## src/rtl/core/slws_ram.sv

```systemverilog
`timescale 1ns / 1ps
// ----------------------------------------------------------------------------
// slws_ram: generic single-port RAM
// One write or read per cycle, read data registered.
// ----------------------------------------------------------------------------
module slws_ram #(
    parameter int WIDTH = 8,
    parameter int DEPTH = 16
) (
    input  logic                     i_clk,
    input  logic                     i_we,
    input  logic [$clog2(DEPTH)-1:0] i_addr,
    input  logic [WIDTH-1:0]         i_wdata,
    output logic [WIDTH-1:0]         o_rdata
);
    logic [WIDTH-1:0] r_mem [DEPTH];

    // Write or registered read.
    always_ff @(posedge i_clk) begin
        if (i_we) begin
            r_mem[i_addr] <= i_wdata;
        end
        o_rdata <= r_mem[i_addr];
    end
endmodule

```

## config.mk

```make
export PLATFORM = sky130hd
export DESIGN_NAME = slws_ram
export DESIGN_NICKNAME = d
export VERILOG_FILES = /design/src/rtl/core/slws_ram.sv
export SDC_FILE = /design/constraint.sdc
export NUM_CORES = 1
export LEC_CHECK = 0
export ABC_AREA = 1
export BUFFER_PORTS_ARGS = -buffer_cell sky130_fd_sc_hd__clkbuf_2
export CAP_MARGIN = 0
export CORE_UTILIZATION = 54
export DETAILED_ROUTE_END_ITERATION = 12
export GPL_ROUTABILITY_DRIVEN = 0
export PLACE_DENSITY = 0.76
export SYNTH_ARGS = -nofsm -noshare
export SYNTH_HDL_FRONTEND = slang
export SYNTH_SLANG_ARGS = --single-unit
```

## constraint.sdc

```tcl
create_clock -name i_clk -period 2.7 [get_ports i_clk]
set_input_delay 0.27 -clock i_clk [delete_from_list [all_inputs] [get_ports i_clk]]
set_output_delay 0.27 -clock i_clk [all_outputs]
set_load 0.01 [all_outputs]
```

==> results of run 1 <==
-- sequential cells by signal, indices dropped and copies added (netlist names) --
signal	count
r_mem	128
o_rdata	8
-- cell usage after synthesis --
library cell | number | area share, %
nand2_1 | 346 | 23
inv_2 | 1 | 0.067
buf_4 | 6 | 0.81
inv_1 | 21 | 1.4
edfxtp_1 | 128 | 69
nand3_1 | 4 | 0.36
clkinv_1 | 1 | 0.067
clkbuf_1 | 3 | 0.20
nor2_1 | 18 | 1.2
dfxtp_1 | 8 | 2.9
buf_2 | 12 | 1.1
-- metal layers --
layer	track usage, %	vias up	wire length (um)
li1	-	1810	-
met3	5.79	17	830
met5	0	-	0
met1	32.5	1769	5240
met2	37.2	173	5730
met4	9.59	0	170
-- layout by cell type (no fill, tap or decap) --
cell        synthesis  layout
buf_4               6       7
bufinv_16           0       5
clkbuf_1            3       3
clkbuf_16           0      16
clkbuf_2            0      21
clkbuf_8            0       1
clkinv_1            1       1
clkinv_2            0       2
clkinv_4            0       4
clkinvlp_4          0       1
dfxtp_1             8       8
edfxtp_1          128     128
inv_1              21      21
inv_2               1       1
nand2_1           346     346
nand3_1             4       4
nor2_1             18      18
-- cell families (layout without fill, tap and decap cells) --
| kind of cell | after synthesis | after routing |
|---|---|---|
| flip-flops | 136 | 136 |
| AND/OR/NAND/NOR | 368 | 368 |
| buffers and inverters | 44 | 83 |
-- power groups by stage --
stage / clock network (mW) / registers, mW / logic [mW]
after floorplan: 0 / 2.42 / 0.163
after global placement: 0 / 2.42 / 0.277
after detailed placement: 0 / 2.42 / 0.282
after CTS: 2.45 / 2.38 / 0.284
after global routing: 2.53 / 2.38 / 0.318
final: 2.43 / 2.38 / 0.285
-- area by class of cell --
cell class                 count  area, um^2
clock buffer                  20         425
clock inverter                12         203
fill                         758        3480
inverter                      23        86.3
multi-input combinational    368        1390
sequential                   136        4000
tap                          133         166
timing repair buffer          28         158
-- through the flow --
| stage | cells | worst slack [ps] | area, um^2 | hold WS, ps | util, % |
|---|---|---|---|---|---|
| 2_1_floorplan | 548 | 1050 | 5590 | 369 | - |
| 3_3_place_gp | 688 | 690 | 5800 | 657 | 58.5 |
| 3_5_place_dp | 688 | 631 | 5800 | 657 | 58.5 |
| 4_1_cts | 720 | 1170 | 6430 | 257 | 64.9 |
| 5_1_grt | 720 | 1040 | 6430 | 253 | 64.9 |
| 6_report | 720 | 1090 | 6430 | 266 | 64.9 |
-- worst paths after layout --
check        depth (start not counted)           to
min reg2reg                          8   o_rdata[0]
max                                  5  r_mem[4][2]
max reg2reg                          8   o_rdata[1]
min                                  1  r_mem[0][3]
-- worst max-delay path: stages --
cell and delay (ps):
clkbuf_2 260, clkinv_1 120, buf_4 210, nand3_1 270
nor2_1 610
==> impl_results.md, run 1 <==
- Status: finished clean
- Post-synthesis cell area: 5590 um^2
- Worst r2r src: r_mem[0][1]
- Startpoint types: input port
- Final wirelength: 12000 um
- CTS root buffer: clkbuf_8
- Main combinational cell family by area after synthesis: simple AND/OR/NAND/NOR gates
- Clock sinks: roughly 140
- Final hold vios: 0
- Maximum VDD drop: 0.573 mV
- Port buffer count: 21
- Final TNS setup: 0 ps
- CTS tree: yes
- Syn_area_per_cell: between 10 and 15 um^2
- Vias per inst: approximately 5.2
- # diodes: 0
- Sequential-to-total area share from yosys stat: 71.6%
- Final Max Tran Viols: 0
- First-pass detailed-route iteration total: 5
- Mux cell area share after synthesis: 0%
- Worst hold start: i_wdata[3]
- Layout cells sized above 1: approximately a tenth
- Setup violators final: 0
- Clock Skew: ~10 ps
- Slew @ Worst Pin: roughly 670 ps
- Die extent in y: ~100 um
- Switch Pwr: between 1 and 1.5 mW
- GRT Overall Usage: about a quarter
- Via Count: approximately 3800
- Internal power: about 4 mW
- WL per Instance: roughly 17 um
- Top fanout value on the critical path: 20
- Post-cts sizing count: 0
- Setup Buffers After CTS: 0
- Comb pwr share: about 5.6%
- DP Wirelength: 7560 um
- Clock power share: 47.8%
- Synth Area in Compound Gates: 0%
- CTS H-tree depth: 4
- Clk buf depth: 2
- Crit end category: register
- Total power: around 5 mW
- Crit share post-route: between 50% and 60%
- Fmax achieved: 0.622 GHz
- First-pass GRT wire length: ~19000 um
- Pleak: between 2 and 3 nW
- Residual DRC: 0
- Worst-path clk slew: 60 ps
- Core ar.: around 9900 um^2
- Worst Path Required: between 2000 and 3000 ps
- Pwr Density: 792 nW/um^2
- Flop-to-flop setup slack: 1670 ps
- Seq cells post-synth: approximately 140
- Initial antenna violation count: 0
- Synth unique cells: 11
- Synth Net Count: 562
- Die X: 104 um
- Setup CP Type: input port to register
- Post-DRT Antenna Nets: 0
- Area Growth Syn to Fin: 14.9%
- Max-cap violations: 0
- Count of pins on the block boundary: 22
- Iteration-0 DRC Markers: between 300 and 400
- Tmin final: approximately 1600 ps
- Relative max-transition margin: between 50% and 60%
- Synth Area in Adders: 0%
- GRT Residual Overflow: 0
- Initial Util: between 50 and 60%
- Final-stage net count: between 500 and 600
- Unrepaired setup endpoints after global routing: no
- Crit path from: i_addr[1]
- Synth Instances: about 550
- Std-Cell Rows: 36
- Post-Synth XOR/XNOR Area: 0%
- Yosys synthesis warning count: 0
- Clock Latency Late Sink: roughly 520 ps
- Cts hold-fix bufs: 0
- Total CTS buffers: 17
- Worst EP arrival: between 1500 and 2000 ps
- Sequential share of power: between 40 and 50%
- Simple-gate portion of the synthesized area: approximately a quarter
- Largest net degree at the start of global routing: 37
- Vias in the first global route: 3688
- Switching share of power: about a fifth
- Hold WC Path Type: input port to register
- Die area: 10800 um^2
Power figures use the tool's default switching activity.
==> run 2, diff against run 1 <==
- clock period: 2.7 -> 1.66 ns (I/O delays scaled with it)
==> run 2 against run 1 <==
- register-to-register slack got worse by 1100 ps
- count of clock-buffer cells in the layout down 2
- critical path depth is 4 lower
- wire length rose by 4.7%
- sequential power up 62%
- hold slack got worse by 90 ps
- non-clock buffer count is 18 higher
- clock power grew 62%
- clock skew fell by 2.3 ps
- sequential share of layout area decreased by 1.7 points
- critical path type is now register to output port
- critical endpoint is now o_rdata[1]
- largest cell class unchanged
==> impl_results.md, run 2 (synthesis results as in run 1) <==
- Crit share post-route: 66.9%
- CTS root buffer: clkbuf_8
- Clock Latency Late Sink: 520 ps (about the same)
- Clock power share: 47.5% (-0.3 points)
- Layout cells sized above 1: 12.4% (+2.5 points)
- Core ar.: 9910 um^2 (unchanged)
- Most flops, register: r_mem
- Worst-path clk slew: 60 ps (about the same)
- Reg2reg path depth: 8 (unchanged)
- Top Family by Delay on Critical Path: flip-flops
- Post-DRT Antenna Nets: 0 (unchanged)
- Top fanout value on the critical path: 1 (-95%)
- Crit end category: output port
- GRT Residual Overflow: 0 (unchanged)
- Area Growth Syn to Fin: 18.1%
- Internal power: 6.56 mW (+63%)
- Vias per inst: 5.20 (-0.73%)
- Biggest registers after layout: r_mem x128, o_rdata x8
- Layout Utilization: 66.7% (+1.8 points)
- Crit path from: o_rdata[1]
- Worst r2r src: r_mem[14][6]
- Largest stage delay on the critical path: 310 ps (-300 ps)
- Setup Buffers After CTS: 0 (unchanged)
- Hold WC Path Type: input port to register
- Pwr Density: 1260 nW/um^2 (+58%)
- Crit-path cells: clkbuf_2
- Status: finished clean
- Std-Cell Rows: 36 (unchanged)
- Residual DRC: 0 (unchanged)
- Setup crit end: o_rdata[1]
- Clock Skew: 7.88 ps (-2.25 ps)
- RR Endpoint: o_rdata[6]
- Setup CP Type: register to output port
- Die area: 10800 um^2 (unchanged)
- Most frequent cells in the layout: nand2_1, edfxtp_1, inv_1, clkbuf_2, buf_4
- Comb pwr share: 5.9% (+0.3 points)
- GRT Overall Usage: 25.2% (+1.3 points)
- Initial Util: 56.4% (unchanged)
- First-pass detailed-route iteration total: 5 (unchanged)
- Sequential share of power: 46.6% (about the same)
- Largest net degree at the start of global routing: 67 (+81%)
- Worst-path cell with the longest stage delay: dfxtp_1
- Worst Path Required: 1490 ps (-1360 ps)
- Setup violators final: 0 (unchanged)
- Tmin final: ~1100 ps
- CTS H-tree depth: 4 (unchanged)
- Die X: 104 um (unchanged)
- Fmax achieved: 0.901 GHz
- First-pass GRT wire length: 19900 um (+5.1%)
- Worst EP arrival: 940 ps (-810 ps)
- Max FFs per register: 128 (unchanged)
- Relative max-transition margin: 69.3% (+14 points)
- Maximum VDD drop: 0.836 mV (+46%)
- Clock sinks: 136 (unchanged)
- Vias in the first global route: 3922 (+6.3%)
- DP Wirelength: 7750 um (+2.4%)
- Via Count: 3830 (+1.6%)
- Final wirelength: 12500 um (+4.7%)
- Final TNS setup: 0 ps (unchanged)
- Slew @ Worst Pin: 461 ps (-208 ps)
- CTS tree: yes
- Initial antenna violation count: 0 (unchanged)
- Unrepaired setup endpoints after global routing: no
- Port buffer count: 21 (unchanged)
- Cts hold-fix bufs: 0 (unchanged)
- Count of pins on the block boundary: 22 (unchanged)
- Die extent in y: 104 um (unchanged)
- Startpoint types: register
- Switching share of power: 20.9% (+0.030 points)
- Post-cts sizing count: 0 (unchanged)
- Cell count along the critical path: 1 (-4)
- Pleak: 2.88 nW (+4.2%)
- Flop-to-flop setup slack: 610 ps (-1060 ps)
- WL per Instance: 17.0 um (+2.3%)
- Iteration-0 DRC Markers: 328 (-6.0%)
- # diodes: 0 (unchanged)
- Max-cap violations: 0 (unchanged)
- Switch Pwr: 1.73 mW (+63%)
- CP Buf/Inv Count: 1 (-2)
- Clk buf depth: 2 (unchanged)
- Commonest non-fill, non-tap cell in the layout: nand2_1
- Final-stage net count: 606 (+3.1%)
- Final Max Tran Viols: 0 (unchanged)
- Total CTS buffers: 17 (unchanged)
- Final hold vios: 0 (unchanged)
-- run 2: cell type report --
cell class              count  area [um^2]
clock buffers              18          418
clock inverters            13          203
fillers                   739         3300
inverters                  23         86.3
multi-input cells         368         1390
flip-flops and latches    136         4000
well taps                 133          166
repair buffers             46          343
-- run 2: metal layers --
layer  GRT usage [%]  vias up  share of wire [%]
met3            4.78       19                6.3
met5               0        -                  0
met4            11.3        0                2.1
li1                -     1839                  -
met1            31.6     1827                 42
met2            42.6      145                 50
-- run 2: per-stage QoR --
step	total power, mW	setup WS [ps]	instance area [um^2]	hold slack, ps	cells
after floorplan	4.21	117	5590	265	548
after global placement	4.40	137	5990	555	706
after detailed placement	4.42	131	5990	552	706
after CTS	8.32	526	6610	176	737
after global routing	8.52	507	6610	175	737
final	8.29	550	6610	177	737
-- run 2: power by group through the flow --
stage               clock network, mW  registers [mW]  logic (mW)
finish                           3.94            3.86       0.491
CTS                              3.97            3.86       0.491
global route                     4.10            3.87       0.549
global placement                    0            3.93       0.471
detailed placement                  0            3.93       0.483
floorplan                           0            3.94       0.265
-- run 2: worst reg2reg max path: cells and delay by family (launching register included) --
family                 cells  cell delay (ps)
buffers and inverters      1               60
flip-flops                 1              390
AND/OR/NAND/NOR            7              490
-- run 2: worst min path at each step --
| stage | startpoint | slack [ps] | cells after the start | end |
|---|---|---|---|---|
| floorplan | i_wdata[0] | 260 | 0 | r_mem[0][0] |
| global placement | o_rdata[6] | 550 | 1 | o_rdata[6] |
| detailed placement | o_rdata[6] | 550 | 1 | o_rdata[6] |
| CTS | i_wdata[1] | 180 | 1 | r_mem[4][1] |
| global route | i_wdata[6] | 180 | 1 | r_mem[14][6] |
| finish | i_wdata[1] | 180 | 1 | r_mem[4][1] |
==> run 3, diff against run 2 <==
- PLACE_DENSITY: 0.76 -> 0.79
- clock period: 1.66 -> 1 ns (I/O delays scaled with it)
==> run 3 against run 2 <==
- the run now ends with negative setup slack left
- cell count shrank 0.68%
- global-route usage shrank 0.94 points
- combinational power up 91%
- total power up 66%
- sequential share of layout area decreased by 2.1 points
- non-clock buffer count down 6
- first-iteration DRC count decreased by 20%
- sequential cell count stayed put
- count of clock-buffer cells in the layout up 8
- critical endpoint is now o_rdata[0]
- largest cell class unchanged
==> impl_results.md, run 3 (synthesis results as in run 1) <==
- Crit-path cells: buf_6
- Layout Utilization: 69.1% (+2.5 points)
- Final Max Tran Viols: 0 (unchanged)
- Startpoint types: register
- Via Count: 3839 (+0.23%)
- Post-DRT Antenna Nets: 0 (unchanged)
- Worst hold start: i_wdata[6]
- Largest stage delay on the critical path: 310 ps (about the same)
- Initial antenna violation count: 0 (unchanged)
- Setup Buffers After CTS: 0 (unchanged)
- Residual DRC: 0 (unchanged)
- Setup CP Type: register to output port
- Finished Layout Cells: 732 (-0.68%)
- CP Buf/Inv Count: 1 (unchanged)
- Core ar.: 9910 um^2 (unchanged)
- Failing checks: negative setup slack
- GRT Overall Usage: 24.2% (-0.94 points)
- First-pass detailed-route iteration total: 4 (-1)
- Fmax achieved: around 0.96 GHz
- Worst r2r src: r_mem[15][5]
- Initial Util: 56.4% (unchanged)
- Pwr Density: 2010 nW/um^2 (+60%)
- First-pass GRT wire length: 19300 um (-2.6%)
- Crit end category: output port
- Most frequent cells in the layout: nand2_1, edfxtp_1, nor2_4
- Top Family by Delay on Critical Path: flip-flops
- Worst setup margin: -43.9 ps (-594 ps)
- Top fanout value on the critical path: 1 (unchanged)
- Count of pins on the block boundary: 22 (unchanged)
- Worst EP arrival: 940 ps (about the same)
- Total CTS buffers: 17 (unchanged)
- Layout cells sized above 1: 19.2% (+6.8 points)
- Maximum VDD drop: 1.33 mV (+59%)
- CTS H-tree depth: 4 (unchanged)
- Relative max-transition margin: 70.4% (+1.1 points)
- Cts hold-fix bufs: 0 (unchanged)
- Vias per inst: 5.24 (+0.92%)
- Slew @ Worst Pin: 444 ps (-16.8 ps)
- Worst-path clk slew: 60 ps (about the same)
- Die extent in y: 104 um (unchanged)
- Crit path from: o_rdata[0]
- Clock Skew: 5.71 ps (-2.17 ps)
- Hold WC Path Type: input port to register
- CTS root buffer: clkbuf_8
- Area Growth Syn to Fin: 22.5%
- Die X: 104 um (unchanged)
- Max FFs per register: 128 (unchanged)
- Std-Cell Rows: 36 (unchanged)
- CTS tree: yes
- Vias in the first global route: 3877 (-1.1%)
- Commonest non-fill, non-tap cell in the layout: nand2_1
- DP Wirelength: 7420 um (-4.2%)
- Crit share post-route: 104%
- Unrepaired setup endpoints after global routing: yes
- Clock Latency Late Sink: 520 ps (about the same)
- Final-stage net count: 600 (-0.99%)
- Final TNS setup: -320 ps (-320 ps)
- Status: complete, but fails checks
- Tmin final: about 1000 ps
- Placed Cells incl. Taps: 700 (-0.85%)
- Setup violators final: 11 (+11)
- Hold_ws: 79.5 ps (-97.3 ps)
- Die area: 10800 um^2 (unchanged)
- # diodes: 0 (unchanged)
- Biggest registers after layout: r_mem x128, o_rdata x8
- Area after DPL: 6180 um^2 (+3.2%)
- Max-cap violations: 0 (unchanged)
- GRT Residual Overflow: 0 (unchanged)
- Pleak: 2.87 nW (-0.31%)
- Final hold vios: 0 (unchanged)
- Most flops, register: r_mem
- Final Cell Area: 6850 um^2 (+3.7%)
- Largest net degree at the start of global routing: 36 (-46%)
- Port buffer count: 21 (unchanged)
- Clock sinks: 136 (unchanged)
- Worst Path Required: 900 ps (-590 ps)
- Worst-path cell with the longest stage delay: dfxtp_2
- Final wirelength: 12100 um (-3.6%)
- Clk buf depth: 2 (unchanged)
- Iteration-0 DRC Markers: 261 (-20%)
- WL per Instance: 16.5 um (-2.9%)
==> run 3: routing by layer <==
| metal | global-route usage [%] | share of wire [%] | vias up |
|---|---|---|---|
| li1 | - | - | 1832 |
| met4 | 13.3 | 2.9 | 0 |
| met2 | 40.6 | 51 | 155 |
| met3 | 5.16 | 6.2 | 29 |
| met5 | 0 | 0 | - |
| met1 | 29.4 | 40 | 1823 |
==> run 3: metrics by stage <==
step	power (mW)	setup slack, ps
final	13.8	-43.9
after global routing	14.2	-101
after CTS	13.8	-79.4
after detailed placement	7.42	-308
after global placement	7.39	-281
after floorplan	7.07	-51.1
==> run 3: path summary, 6_finish.rpt <==
check | cells after the start | slack, ps | to
setup / recovery | 1 | -40 | o_rdata[0]
hold / removal | 1 | 80 | r_mem[12][6]
setup reg to reg | 8 | -10 | o_rdata[5]
hold reg to reg | 8 | 710 | o_rdata[1]
==> run 3: area by class of cell <==
type | count | area (um^2)
clock buffers | 26 | 518
repair buffers | 40 | 335
inverters | 23 | 111
well taps | 133 | 166
flip-flops and latches | 136 | 4010
fillers | 659 | 3060
multi-input cells | 368 | 1600
clock inverters | 6 | 110
==> run 3: worst register-to-register path: stages (launching register included) <==
cell and delay (ps):
edfxtp_1 390, nand2_1 80, nand2_1 60, nand2_1 70, nand2_2 70, nand2_1 90, nand2_1 70, inv_1 50
nand2_1 40
==> run 3: what timing repair did <==
action,in CTS,in global routing
resized for setup,3,26
pin swaps,0,18
setup endpoints to repair,11,16
==> run 3: power breakdown <==
group          internal (mW)  switching, mW  leakage (nW)
sequential              6.38         0.0345          1.22
combinational          0.295          0.642          1.35
clock                   4.26           2.17         0.304
total                   10.9           2.84          2.87
